<file path="config.mk">
export PLATFORM = sky130hd
export DESIGN_NAME = dna_repeat_word_masker_core
export DESIGN_NICKNAME = d
export VERILOG_FILES = /design/src/design/drwm_pkg.sv /design/src/design/dna_repeat_word_masker_core.sv
export SDC_FILE = /design/constraint.sdc
export NUM_CORES = 1
export LEC_CHECK = 0
export BUFFER_PORTS_ARGS = -buffer_cell sky130_fd_sc_hd__buf_2
export CAP_MARGIN = 30
export CORE_AREA = 2 2 303 305
export DETAILED_ROUTE_END_ITERATION = 8
export DIE_AREA = 0 0 305 307
export PLACE_DENSITY_LB_ADDON = 0.15
export REMOVE_ABC_BUFFERS = 1
export SLEW_MARGIN = 15
export SYNTH_ARGS = -nofsm -noshare
export SYNTH_HDL_FRONTEND = slang
export SYNTH_SLANG_ARGS = --single-unit
export TNS_END_PERCENT = 1
</file>
<file path="constraint.sdc">
create_clock -name clk_i -period 28.8 [get_ports clk_i]
set_clock_uncertainty 0.1 [all_clocks]
set_input_delay 7.2 -clock clk_i [delete_from_list [all_inputs] [get_ports clk_i]]
set_output_delay 7.2 -clock clk_i [all_outputs]
set_load 0.02 [all_outputs]
</file>
<file path="src/design/drwm_pkg.sv">
`timescale 1ns / 1ps
// ----------------------------------------------------------------------------
// drwm_pkg: shared types and constants of the DNA repeat word masker
// Word types of both channels, register map, symbol decoding and sizes.
// ----------------------------------------------------------------------------
package drwm_pkg;

  // Sizes of the design
  localparam int MAX_KEY_BASES = 8;
  localparam int POSITION_BITS = 32;
  localparam int WIN_BITS      = 4 * MAX_KEY_BASES;
  localparam int LEN_BITS      = $clog2(MAX_KEY_BASES + 1);
  localparam int CNT_BITS      = 4;
  localparam int SCORE_BITS    = 32;
  localparam int SPAN_BITS     = ((POSITION_BITS > 32) ? POSITION_BITS : 32) + 2;
  localparam int CFG_ADDR_BITS = 5;
  localparam int CFG_DATA_BITS = 32;

  // Largest run score; the score saturates here
  localparam logic [SCORE_BITS:0] SCORE_MAX = (SCORE_BITS + 1)'(32'h7FFF_FFFF);

  // Pad symbol '*'
  localparam logic [7:0] PAD_SYMBOL = 8'h2A;

  // Register indexes (byte address 4*index)
  typedef enum logic [2:0] {
    REG_KEY_PATTERN = 3'd0,
    REG_KEY_LENGTH  = 3'd1,
    REG_KEY_PERIOD  = 3'd2,
    REG_MIN_SIZE    = 3'd3,
    REG_MAX_DROP    = 3'd4,
    REG_FILL_SYMBOL = 3'd5
  } cfg_reg_e;

  // Input word
  typedef struct packed {
    logic [7:0] base_symbol;
    logic       last_item;
  } base_item_t;

  // Output word
  typedef struct packed {
    logic [31:0] region_start;
    logic [31:0] region_end;
    logic [7:0]  region_fill;
  } region_item_t;

  // Map a sequence character to its IUPAC ambiguity mask; unknown gives zero
  function automatic logic [3:0] iupac_mask(input logic [7:0] sym);
    logic [7:0] c;
    logic [3:0] m;
    c = sym;
    if (sym >= "a" && sym <= "z") begin
      c = sym - 8'h20;
    end
    case (c)
      "A":      m = 4'd1;
      "C":      m = 4'd2;
      "G":      m = 4'd4;
      "T", "U": m = 4'd8;
      "M":      m = 4'd3;
      "R":      m = 4'd5;
      "S":      m = 4'd6;
      "V":      m = 4'd7;
      "W":      m = 4'd9;
      "Y":      m = 4'd10;
      "H":      m = 4'd11;
      "K":      m = 4'd12;
      "D":      m = 4'd13;
      "B":      m = 4'd14;
      "N":      m = 4'd15;
      default:  m = 4'd0;
    endcase
    return m;
  endfunction

endpackage

</file>
<file path="src/design/dna_repeat_word_masker_core.sv">
`timescale 1ns / 1ps
// ----------------------------------------------------------------------------
// dna_repeat_word_masker_core: repeat word region finder
// Scores a stream of DNA symbols against a masked repeat word and reports
// regions worth filling as start, end and fill byte.
// ----------------------------------------------------------------------------
//  channel | direction | handshake               | word
//  --------+-----------+-------------------------+---------------------------
//  in      | input     | in_valid_i / in_ready_o | base_item_t  (symbol, last)
//  out     | output    | out_valid_o/out_ready_i | region_item_t (start,end,fill)
//  cfg     | input     | APB psel/penable        | 32-bit registers at 4*index
//
//  One symbol per cycle while the output is not stalled: an accepted word
//  is registered in the input register, then one pass of score logic
//  updates the state and loads a region, if any, into the output register.
//  Reset clears valid flags and scan state; registers take their defaults at once.
//  A stalled output holds its region; the input register keeps taking words
//  as long as the pass can retire into the output register.
// ----------------------------------------------------------------------------
module dna_repeat_word_masker_core
  import drwm_pkg::*;
(
  input  logic                     clk_i,
  input  logic                     rst_ni,
  // sequence symbols
  input  logic                     in_valid_i,
  output logic                     in_ready_o,
  input  base_item_t               in_data_i,
  // regions
  output logic                     out_valid_o,
  input  logic                     out_ready_i,
  output region_item_t             out_data_o,
  // configuration
  input  logic                     psel,
  input  logic                     penable,
  input  logic                     pwrite,
  input  logic [CFG_ADDR_BITS-1:0] paddr,
  input  logic [CFG_DATA_BITS-1:0] pwdata,
  output logic [CFG_DATA_BITS-1:0] prdata,
  output logic                     pready
);

  // Configuration registers
  logic [31:0] key_pattern_q;
  logic [3:0]  key_length_q;
  logic [3:0]  key_period_q;
  logic [15:0] min_size_q;
  logic [15:0] max_drop_q;
  logic [7:0]  fill_symbol_q;

  // Input register
  logic       in_valid_q;
  base_item_t in_data_q;

  // Scan state
  logic [WIN_BITS-1:0]      win_q, win_d;
  logic [POSITION_BITS-1:0] pos_q, pos_d;
  logic [CNT_BITS-1:0]      fill_q, fill_d;
  logic [CNT_BITS-1:0]      skip_q, skip_d;
  logic [SCORE_BITS-1:0]    score_q, score_d;
  logic [SCORE_BITS-1:0]    best_q, best_d;
  logic [POSITION_BITS-1:0] start_q, start_d;
  logic [POSITION_BITS-1:0] end_q, end_d;
  logic [31:0]              pad_q, pad_d;

  // Output register
  logic         out_valid_q, out_valid_d;
  region_item_t out_data_q, out_data_d;

  // Step values before close and flush clearing
  logic [WIN_BITS-1:0]      win_n;
  logic [CNT_BITS-1:0]      fill_n, skip_n;
  logic [SCORE_BITS-1:0]    score_n, best_n;
  logic [POSITION_BITS-1:0] start_n, end_n;
  logic [31:0]              pad_n;
  logic                     close;

  logic                     proc_go;
  logic                     cfg_wr;
  logic [2:0]               cfg_idx;
  logic [LEN_BITS-1:0]      len;
  logic [CNT_BITS-1:0]      len_m1;
  logic [CNT_BITS-1:0]      per, per_m1;
  logic [WIN_BITS-1:0]      wmask, key, win_shift;
  logic                     is_pad, hit, no_region;
  logic [SCORE_BITS-1:0]    score_base, best_base, score_sat;
  logic [SCORE_BITS:0]      score_sum, drop_lhs;
  logic [POSITION_BITS-1:0] open_start, span_d;
  logic [SPAN_BITS-1:0]     span;
  logic                     rep_try, rep_ok;

  // --------------------------------------------------------------------------
  // Configuration port
  // --------------------------------------------------------------------------
  assign pready  = 1'b1;
  assign cfg_wr  = psel && penable && pwrite;
  assign cfg_idx = paddr[4:2];

  // Write registers on the access phase
  always_ff @(posedge clk_i or negedge rst_ni) begin
    if (!rst_ni) begin
      key_pattern_q <= '0;
      key_length_q  <= 4'd1;
      key_period_q  <= 4'd1;
      min_size_q    <= '0;
      max_drop_q    <= 16'd1;
      fill_symbol_q <= '0;
    end else if (cfg_wr) begin
      unique case (cfg_reg_e'(cfg_idx))
        REG_KEY_PATTERN: key_pattern_q <= pwdata;
        REG_KEY_LENGTH:  key_length_q  <= pwdata[3:0];
        REG_KEY_PERIOD:  key_period_q  <= pwdata[3:0];
        REG_MIN_SIZE:    min_size_q    <= pwdata[15:0];
        REG_MAX_DROP:    max_drop_q    <= pwdata[15:0];
        REG_FILL_SYMBOL: fill_symbol_q <= pwdata[7:0];
        default: ;
      endcase
    end
  end

  // Read back
  always_comb begin
    unique case (cfg_reg_e'(cfg_idx))
      REG_KEY_PATTERN: prdata = key_pattern_q;
      REG_KEY_LENGTH:  prdata = CFG_DATA_BITS'(key_length_q);
      REG_KEY_PERIOD:  prdata = CFG_DATA_BITS'(key_period_q);
      REG_MIN_SIZE:    prdata = CFG_DATA_BITS'(min_size_q);
      REG_MAX_DROP:    prdata = CFG_DATA_BITS'(max_drop_q);
      REG_FILL_SYMBOL: prdata = CFG_DATA_BITS'(fill_symbol_q);
      default:         prdata = '0;
    endcase
  end

  // --------------------------------------------------------------------------
  // Handshake
  // --------------------------------------------------------------------------
  assign proc_go    = in_valid_q && (!out_valid_q || out_ready_i);
  assign in_ready_o = !in_valid_q || proc_go;

  // Capture incoming word
  always_ff @(posedge clk_i or negedge rst_ni) begin
    if (!rst_ni) begin
      in_valid_q <= 1'b0;
    end else if (in_ready_o) begin
      in_valid_q <= in_valid_i;
    end
  end

  always_ff @(posedge clk_i) begin
    if (in_ready_o && in_valid_i) begin
      in_data_q <= in_data_i;
    end
  end

  // --------------------------------------------------------------------------
  // Word geometry
  // --------------------------------------------------------------------------
  // Clamp length to 1..MAX_KEY_BASES, period zero acts as one
  always_comb begin
    if (key_length_q == 4'd0) begin
      len = LEN_BITS'(1);
    end else if (32'(key_length_q) > 32'(MAX_KEY_BASES)) begin
      len = LEN_BITS'(MAX_KEY_BASES);
    end else begin
      len = LEN_BITS'(key_length_q);
    end
  end

  assign len_m1 = CNT_BITS'(len - LEN_BITS'(1));
  assign per    = (key_period_q == 4'd0) ? 4'd1 : key_period_q;
  assign per_m1 = per - 4'd1;

  // Window mask: one nibble per base in use
  always_comb begin
    for (int i = 0; i < MAX_KEY_BASES; i++) begin
      wmask[4*i +: 4] = (32'(i) < 32'(len)) ? 4'hF : 4'h0;
    end
  end

  assign key       = WIN_BITS'(key_pattern_q);
  assign is_pad    = (in_data_q.base_symbol == PAD_SYMBOL);
  assign win_shift = ((win_q << 4) | WIN_BITS'(iupac_mask(in_data_q.base_symbol))) & wmask;
  assign hit       = ((win_shift & key) != '0) && ((win_shift & ~key & wmask) == '0);
  assign no_region = score_q[SCORE_BITS-1];

  // --------------------------------------------------------------------------
  // Score arithmetic
  // --------------------------------------------------------------------------
  // Match: open at zero if no region, add period, saturate
  assign score_base = no_region ? '0 : score_q;
  assign best_base  = no_region ? '0 : best_q;
  assign score_sum  = {1'b0, score_base} + (SCORE_BITS + 1)'(per);
  assign score_sat  = (score_sum > SCORE_MAX) ? SCORE_BITS'(SCORE_MAX) : score_sum[SCORE_BITS-1:0];
  assign open_start = pos_q - POSITION_BITS'(len_m1);

  // Mismatch: score-1 <= best-max_drop, rearranged to stay unsigned
  assign drop_lhs = {1'b0, score_q} - (SCORE_BITS + 1)'(1) + (SCORE_BITS + 1)'(max_drop_q);

  // --------------------------------------------------------------------------
  // One scan step
  // --------------------------------------------------------------------------
  always_comb begin
    win_n   = win_q;
    fill_n  = fill_q;
    skip_n  = skip_q;
    score_n = score_q;
    best_n  = best_q;
    start_n = start_q;
    end_n   = end_q;
    pad_n   = pad_q;
    close   = 1'b0;
    if (is_pad) begin
      pad_n = pad_q + 32'd1;
    end else begin
      win_n = win_shift;
      if (fill_q < len_m1) begin
        fill_n = fill_q + CNT_BITS'(1);
      end else if (skip_q != '0) begin
        skip_n = skip_q - CNT_BITS'(1);
      end else if (hit) begin
        if (no_region) begin
          pad_n   = '0;
          start_n = open_start;
        end
        score_n = score_sat;
        best_n  = best_base;
        if (score_sat >= best_base) begin
          best_n = score_sat;
          end_n  = pos_q;
        end
        skip_n = per_m1;
      end else if (!no_region) begin
        score_n = score_q - SCORE_BITS'(1);
        close   = (score_q == '0) || (drop_lhs <= {1'b0, best_q});
      end else begin
        pad_n   = '0;
        score_n = '1;
      end
    end
  end

  // Region length minus pads against the minimum, signed
  assign span_d  = end_n - start_n;
  assign span    = SPAN_BITS'(span_d) + SPAN_BITS'(1) - SPAN_BITS'(pad_n);
  assign rep_ok  = $signed(span) >= $signed(SPAN_BITS'(min_size_q));
  assign rep_try = close || (in_data_q.last_item && !score_n[SCORE_BITS-1]);

  // Apply close and end-of-sequence clearing
  always_comb begin
    win_d   = win_n;
    fill_d  = fill_n;
    skip_d  = skip_n;
    score_d = score_n;
    best_d  = best_n;
    start_d = start_n;
    end_d   = end_n;
    pad_d   = pad_n;
    pos_d   = pos_q + POSITION_BITS'(1);
    if (close) begin
      score_d = '1;
      pad_d   = '0;
      best_d  = '0;
    end
    if (in_data_q.last_item) begin
      win_d   = '0;
      fill_d  = '0;
      skip_d  = '0;
      score_d = '1;
      best_d  = '0;
      start_d = '0;
      end_d   = '0;
      pad_d   = '0;
      pos_d   = '0;
    end
  end

  // Advance scan state
  always_ff @(posedge clk_i or negedge rst_ni) begin
    if (!rst_ni) begin
      win_q   <= '0;
      pos_q   <= '0;
      fill_q  <= '0;
      skip_q  <= '0;
      score_q <= '1;
      best_q  <= '0;
      start_q <= '0;
      end_q   <= '0;
      pad_q   <= '0;
    end else if (proc_go) begin
      win_q   <= win_d;
      pos_q   <= pos_d;
      fill_q  <= fill_d;
      skip_q  <= skip_d;
      score_q <= score_d;
      best_q  <= best_d;
      start_q <= start_d;
      end_q   <= end_d;
      pad_q   <= pad_d;
    end
  end

  // --------------------------------------------------------------------------
  // Output register
  // --------------------------------------------------------------------------
  always_comb begin
    out_valid_d = out_valid_q && !out_ready_i;
    out_data_d  = out_data_q;
    if (proc_go && rep_try && rep_ok) begin
      out_valid_d             = 1'b1;
      out_data_d.region_start = 32'(start_n);
      out_data_d.region_end   = 32'(end_n);
      out_data_d.region_fill  = fill_symbol_q;
    end
  end

  always_ff @(posedge clk_i or negedge rst_ni) begin
    if (!rst_ni) begin
      out_valid_q <= 1'b0;
    end else begin
      out_valid_q <= out_valid_d;
    end
  end

  always_ff @(posedge clk_i) begin
    out_data_q <= out_data_d;
  end

  assign out_valid_o = out_valid_q;
  assign out_data_o  = out_data_q;

endmodule

</file>
==> impl_metrics.toml, run 1 <==
[grt]
grt_max_degree = 80
antenna_found_initial = 0
overflow = 0
grt_pass1_wl_um = 135000
grt_pass1_vias = 22600
grtUsageTotal_pct = 18.3

[timing]
max-slew-margin-rel_pct = 35.6
finalSetupTns_ns = 0
period_share_pct = 57.4
hold_slack_ns = 0.373
hold_violations = 0
rsz0062_at_grt = "false"
worst_pin_slew_ns = 0.963
fin_crit_ns = 16.52
drv_slew = 0
setup_viol = 0
fmax_mhz = 60.5

[worst_hold_path]
hold_path.class = "reg2reg"
hold_path_depth = 2

[floorplan]
row_count = 111
chipHeight_um = 307
die_w_um = 305
die_area_um2 = 93600
start_util_pct = 30.6
core_um2 = 90700
pin_count = 160

[cells_and_area]
syn2layout_area_growth_pct = 13.9
layout_common_cells = "323 x nand2_1, 277 x inv_1, 275 x dfrtp_1, 259 x ha_1, 239 x o21ai_0"
final_common_cell = "nand2_1"
diodes = 0
nets = 3539
drive_above_1_share_pct = 12.9

[yosys]
synth_flop_cell = "dfrtp_1"
synth-adder-area-share_pct = 12.1
synthCells = 3118
syn_area_per_cell_um2 = 8.90
synth_top_family_by_area = "compound AO/OA/AOI/OAI gates"
yosys_register_bits = 391
synth_mux_area_share_pct = 4.19
yosys_warnings = 0
synth_edf_count = 81
synth-xor-area-share_pct = 5.01
async_reset_ff_share_pct = 79.3
ys_seq_area_share_pct = 36.9
synth_area_um2 = 27800
synth_top_cell_area_share_pct = 24.8
synthDistinctLibCells = 85
synth-compound-area-share_pct = 19.7
yosys.area_share.simple_pct = 16.1
synth_area_leaders = "dfrtp_1 25%, ha_1 12%, edfxtp_1 8.8%"
synth_top_area_cell = "dfrtp_1"

[place]
routabilityCongestion = 0.839
place_hpwl_um = 62700
io_buffers = 156

[setup_path]
path_max_fanout = 34
cpMostUsedCell = "buf_2"
path_cells = "buf_2, buf_4, nor2b_1, nand2_1, o22ai_1, buf_2"
path_depth = 6
path_buf_inv = 3
crit_type = "in2out"
start_kind = "input pin"
cp.required_ns = 21.50
crit_family = "simple AND/OR/NAND/NOR gates"
critPathSlowestCell = "nand2_1"
critPathMaxStageDelay_ns = 0.51
cp.arrival_ns = 9.22
ff2ff_path_depth = 47
end_kind = "output pin"

[power_and_ir_drop]
total_power_w = 0.00293
power_density_nw_per_um2 = 92.7
p_leak_nw = 14.0
vdd_drop_max_mv = 0.0774

[cts]
cts.sinks = 391
cts_buffer_depth = 3
postCtsHoldBufs = 0
cts_tree = "yes"
cts.htree.levels = 2
cts.clk_slew.worst_paths_ns = 0.05
cts-root-buf = "clkbuf_16"
post_cts_buffers = 0
insertion_delay_ns = 0.61
cts-resized-gates = 0
cts_made_buffers = 50

[route]
ant_nets = 0
vias = 23100
via_per_inst = 5.19
routedWlPerCell_um = 19.4
first_pass_iters = 5
drcViolationCount = 0
first_iter_violations = 1646
wirelength_um = 86400

[flow_run]
max_cap_viol_count = 0

[outcome]
outcome = "complete, no violations"
cell type report:
cell class,instances,area [um^2]
timing repair buffer,198,1160
clock buffer,69,1400
fill,9455,59100
tap,1186,1480
inverter,278,1040
clock inverter,24,343
multi-input combinational,2302,16000
sequential,391,10200
routing by layer:
layer	vias to the layer above	routed length (um)	GRT usage [%]	share of wire (%)
met5	-	0	0	0
met4	0	1480	3.59	1.7
met3	84	3150	2.02	3.6
met2	442	39000	29.5	45
met1	11100	42800	26.4	49
li1	11400	-	-	-
synthesized netlist by cell type (all sizes together), types with 28 or more instances:
master	n
a21o	40
a21oi	167
a22o	61
a22oi	35
buf	40
clkbuf	109
dfrtp	275
dfstp	35
edfxtp	81
ha	259
inv	277
mux2	72
mux2i	33
nand2	324
nand3	82
nand4	49
nor2	187
nor3	85
nor4	31
o21a	32
o21ai	246
o31ai	28
or3	28
xnor2	103
xor2	53
final timing paths:
path,startpoint,to,slack [ns]
worst max-delay path,paddr[4],prdata[8],12.28
worst min-delay path,start_q[30],start_q[30],0.37
worst max register to register,score_q[31],out_data_o[68],13.84
worst min register to register,start_q[30],start_q[30],0.37
max in group asynchronous,rst_ni,win_q[11],20.10
min in group asynchronous,rst_ni,start_q[4],6.47
stage by stage:
stage                     std cells  worst slack, ns  utilization, %  area (um^2)
after floorplan                2971            13.29               -        27200
after global placement         4348            12.27            32.8        29800
after detailed placement       4352            12.30            32.9        29800
after CTS                      4445            12.30            34.8        31600
after global routing           4448            12.16            34.9        31600
final                          4448            12.28            34.9        31600
sequential cells by signal (all words and copies together) (netlist names):
register / cells
min_size_q: 16
out_valid_o: 1
max_drop_q: 16
fill_q: 4
key_period_q: 4
skip_q: 4
fill_symbol_q: 8
best_q: 32
score_q: 32
pad_q: 32
key: 32
end_q: 32
start_q: 32
pos_q: 32
out_data_o: 72
key_length_q: 4
in_data_q: 9
in_valid_q: 1
win_q: 28
kinds of logic after synthesis:
family,after synthesis
AND/OR/NAND/NOR,937
AO/OA/AOI/OAI,833
buffers and inverters,427
flip-flops,391
adder cells (fa/ha/maj),265
XOR/XNOR,157
multiplexers,106
other,2
worst reg2reg max path: cells and delay by family, from the launching register on:
family | cells | cell delay, ns
AOI/OAI and AO/OA | 16 | 4.69
xor gates and xnor gates | 2 | 0.51
adders and majority gates | 6 | 1.89
buffers and inverters | 6 | 1.93
DFF | 1 | 0.51
muxes | 1 | 0.47
and+or+nand+nor | 16 | 4.42
report_power, final:
group	internal, W	switching [W]	leakage, nW
Clock	0.000413	0.000267	0.848
Combinational	0.000643	0.000969	8.47
Sequential	0.000604	0.0000342	4.71
Total	0.00166	0.00127	14.0
Note: power is estimated with default switching activity, not from simulation.
==> run 2, diff against run 1 <==
--- a/config.mk
+++ b/config.mk
@@ -5,11 +5,12 @@
 export SDC_FILE = /design/constraint.sdc
 export NUM_CORES = 1
 export LEC_CHECK = 0
+export ABC_AREA = 1
 export BUFFER_PORTS_ARGS = -buffer_cell sky130_fd_sc_hd__buf_2
 export CAP_MARGIN = 30
-export CORE_AREA = 2 2 303 305
+export CORE_AREA = 2 2 313 315
 export DETAILED_ROUTE_END_ITERATION = 8
-export DIE_AREA = 0 0 305 307
+export DIE_AREA = 0 0 315 317
 export PLACE_DENSITY_LB_ADDON = 0.15
 export REMOVE_ABC_BUFFERS = 1
 export SLEW_MARGIN = 15
==> constraint.sdc (replaced) <==
create_clock -name clk_i -period 15.9 [get_ports clk_i]
set_clock_uncertainty 0.1 [all_clocks]
set_input_delay 3.975 -clock clk_i [delete_from_list [all_inputs] [get_ports clk_i]]
set_output_delay 3.975 -clock clk_i [all_outputs]
set_load 0.02 [all_outputs]
==> run 2 against run 1 <==
  * Worst hold slack worse by 0.024 ns
  * Final cell count is 23% higher
  * First-iteration DRC count increased by 14%
  * Die area rose by 6.6%
  * Via count increased by 17%
  * Critical path depth rose by 46
  * Synthesized area grew 6.9%
==> impl_metrics.toml, run 2 <==
[cts]
cts.clk_slew.worst_paths_ns = 0.06
cts_made_buffers = 50
cts-root-buf = "clkbuf_16"
post_cts_buffers = 0
cts_buffer_depth = 3
cts-resized-gates = 0
cts_tree = "yes"
insertion_delay_ns = 0.64
postCtsHoldBufs = 0
cts.htree.levels = 2
cts.sinks = 391

[timing]
worst_slack_ns = 2.56
period_share_pct = 83.9
rsz0062_at_grt = "false"
hold_violations = 0
fin_crit_ns = 13.34
setup_viol = 0
fmax_mhz = 74.9
drv_slew = 0
finalSetupTns_ns = 0
max-slew-margin-rel_pct = 34.6
worst_pin_slew_ns = 0.979

[yosys]
synth.cells.most_frequent = "938 x nand2_1, 578 x inv_1, 382 x nor2_1, 275 x dfrtp_1, 259 x ha_1"
synth_mux_area_share_pct = 0
synthCells = 4048
synth_flop_cell = "dfrtp_1"
synth_top_area_cell = "dfrtp_1"
synth-adder-area-share_pct = 11.3
synth-xor-area-share_pct = 4.25
synth_area_leaders = "dfrtp_1 23%, nand2_1 12%, ha_1 11%"
synth_top_family_by_area = "simple AND/OR/NAND/NOR gates"
synth_area_um2 = 29700
synth.most_common_cell = "nand2_1"
syn_area_per_cell_um2 = 7.33
yosys_warnings = 0
synth-compound-area-share_pct = 15.6
synthDistinctLibCells = 63
async_reset_ff_share_pct = 79.3
synth_top_cell_area_share_pct = 23.2
yosys.area_share.simple_pct = 24.8
synth_edf_count = 81
yosys_register_bits = 391
ys_seq_area_share_pct = 34.5

[outcome]
outcome = "complete, no violations"

[floorplan]
core_um2 = 96300
die_area_um2 = 99900
chipHeight_um = 317
start_util_pct = 30.8
pin_count = 160
row_count = 114
die_w_um = 315

[grt]
grt_pass1_wl_um = 152000
grt_pass1_vias = 26100
grtUsageTotal_pct = 19.4
grt_util_met2_pct = 31.5
grt_use_met3_pct = 2.13
busiest_layer = "met2"
grt_max_degree = 83
overflow = 0
antenna_found_initial = 1
grt_use_met1_pct = 27.5

[cells_and_area]
fin_util_pct = 34.9
diodes = 0
instances_no_fill = 5488
layout_common_cells = "937 x nand2_1, 576 x inv_1, 377 x nor2_1, 275 x dfrtp_1, 259 x ha_1"
largest_reg_flops = 72
syn2layout_area_growth_pct = 13.3
drive_above_1_share_pct = 10.1
final_common_cell = "nand2_1"
nets = 4489

[route]
first_pass_iters = 6
wirelength_um = 98100
first_iter_violations = 1884
routedWlPerCell_um = 17.9
ant_nets = 0
drcViolationCount = 0
vias = 26900
via_per_inst = 4.91

[setup_path]
critPathSlowestCell = "dfstp_2"
crit_type = "reg2reg"
start_kind = "flop"
path_max_fanout = 64
cp.required_ns = 16.06
end_kind = "flop"
cp.arrival_ns = 13.50
cpMostUsedCell = "nand2_1"
critPathMaxStageDelay_ns = 0.90

[place]
dp.cells = 5392
post-place-ws_ns = 2.64
routabilityCongestion = 0.887
place_hpwl_um = 72900
io_buffers = 156

[worst_hold_path]
hold_path.class = "reg2reg"

[flow_run]
max_cap_viol_count = 0
[run 2: cell count changes in the layout (fill, tap and decap cells not counted), sizes merged, moves of 59 or more]
cell	delta
o22ai	+64
o21ai	+85
nand2	+628
nand3	+114
inv	+319
nor2	+210
xor2	+67
mux2	-72
a22o	-59
xnor2	-79
[run 2: final cells by class]
class | count | area [um^2]
Tap cell | 1276 | 1600
Sequential cell | 391 | 10200
Multi-Input combinational cell | 2936 | 16700
Clock inverter | 29 | 354
Fill cell | 10400 | 62600
Timing Repair Buffer | 192 | 1150
Clock buffer | 64 | 1390
Inverter | 600 | 2250
[run 2: path summary, 6_finish.rpt]
kind                                  start        endpoint  slack [ns]  depth (start not counted)
min in group asynchronous            rst_ni         key[28]        3.24                          1
max in group asynchronous            rst_ni     start_q[12]       10.70                          4
hold / removal             fill_symbol_q[5]   out_data_o[5]        0.35                          0
hold reg to reg            fill_symbol_q[5]   out_data_o[5]        0.35                          0
setup / recovery                score_q[31]  out_data_o[20]        2.56                         52
setup reg to reg                score_q[31]  out_data_o[20]        2.56                         52
[run 2: stage by stage]
stage          area [um^2]  hold slack (ns)
2_1_floorplan        29100            0.325
3_3_place_gp         31800            0.330
3_5_place_dp         31800            0.336
4_1_cts              33600            0.350
5_1_grt              33600            0.356
6_report             33600            0.349
[run 2: worst max-delay path, delay by kind of cell, from the launching register on]
family | cells | cell delay [ns]
DFF | 1 | 0.90
xor gates and xnor gates | 2 | 0.46
buffers and inverters | 4 | 1.05
and+or+nand+nor | 31 | 5.99
adders and majority gates | 6 | 1.97
AOI/OAI and AO/OA | 9 | 2.26
[run 2: cells by family (layout without fill, tap and decap cells)]
group	count (synthesis)	after routing
fa+ha+maj	265	265
other cells	2	4
simple gates	1733	1733
xor+xnor	144	144
flops	391	391
buf+inv	723	885
compound gates	790	790
[run 2: metal layers]
metal | share of wire, % | up-vias | routed length, um
met5 | 0 | - | 0
met4 | 2.2 | 0 | 2170
met3 | 4.3 | 116 | 4190
met2 | 45 | 502 | 44600
met1 | 48 | 12700 | 47100
li1 | - | 13600 | -
Power of run 2 is not shown: default switching activity piles up to over one toggle a cycle in this logic, so the estimate is an artifact.
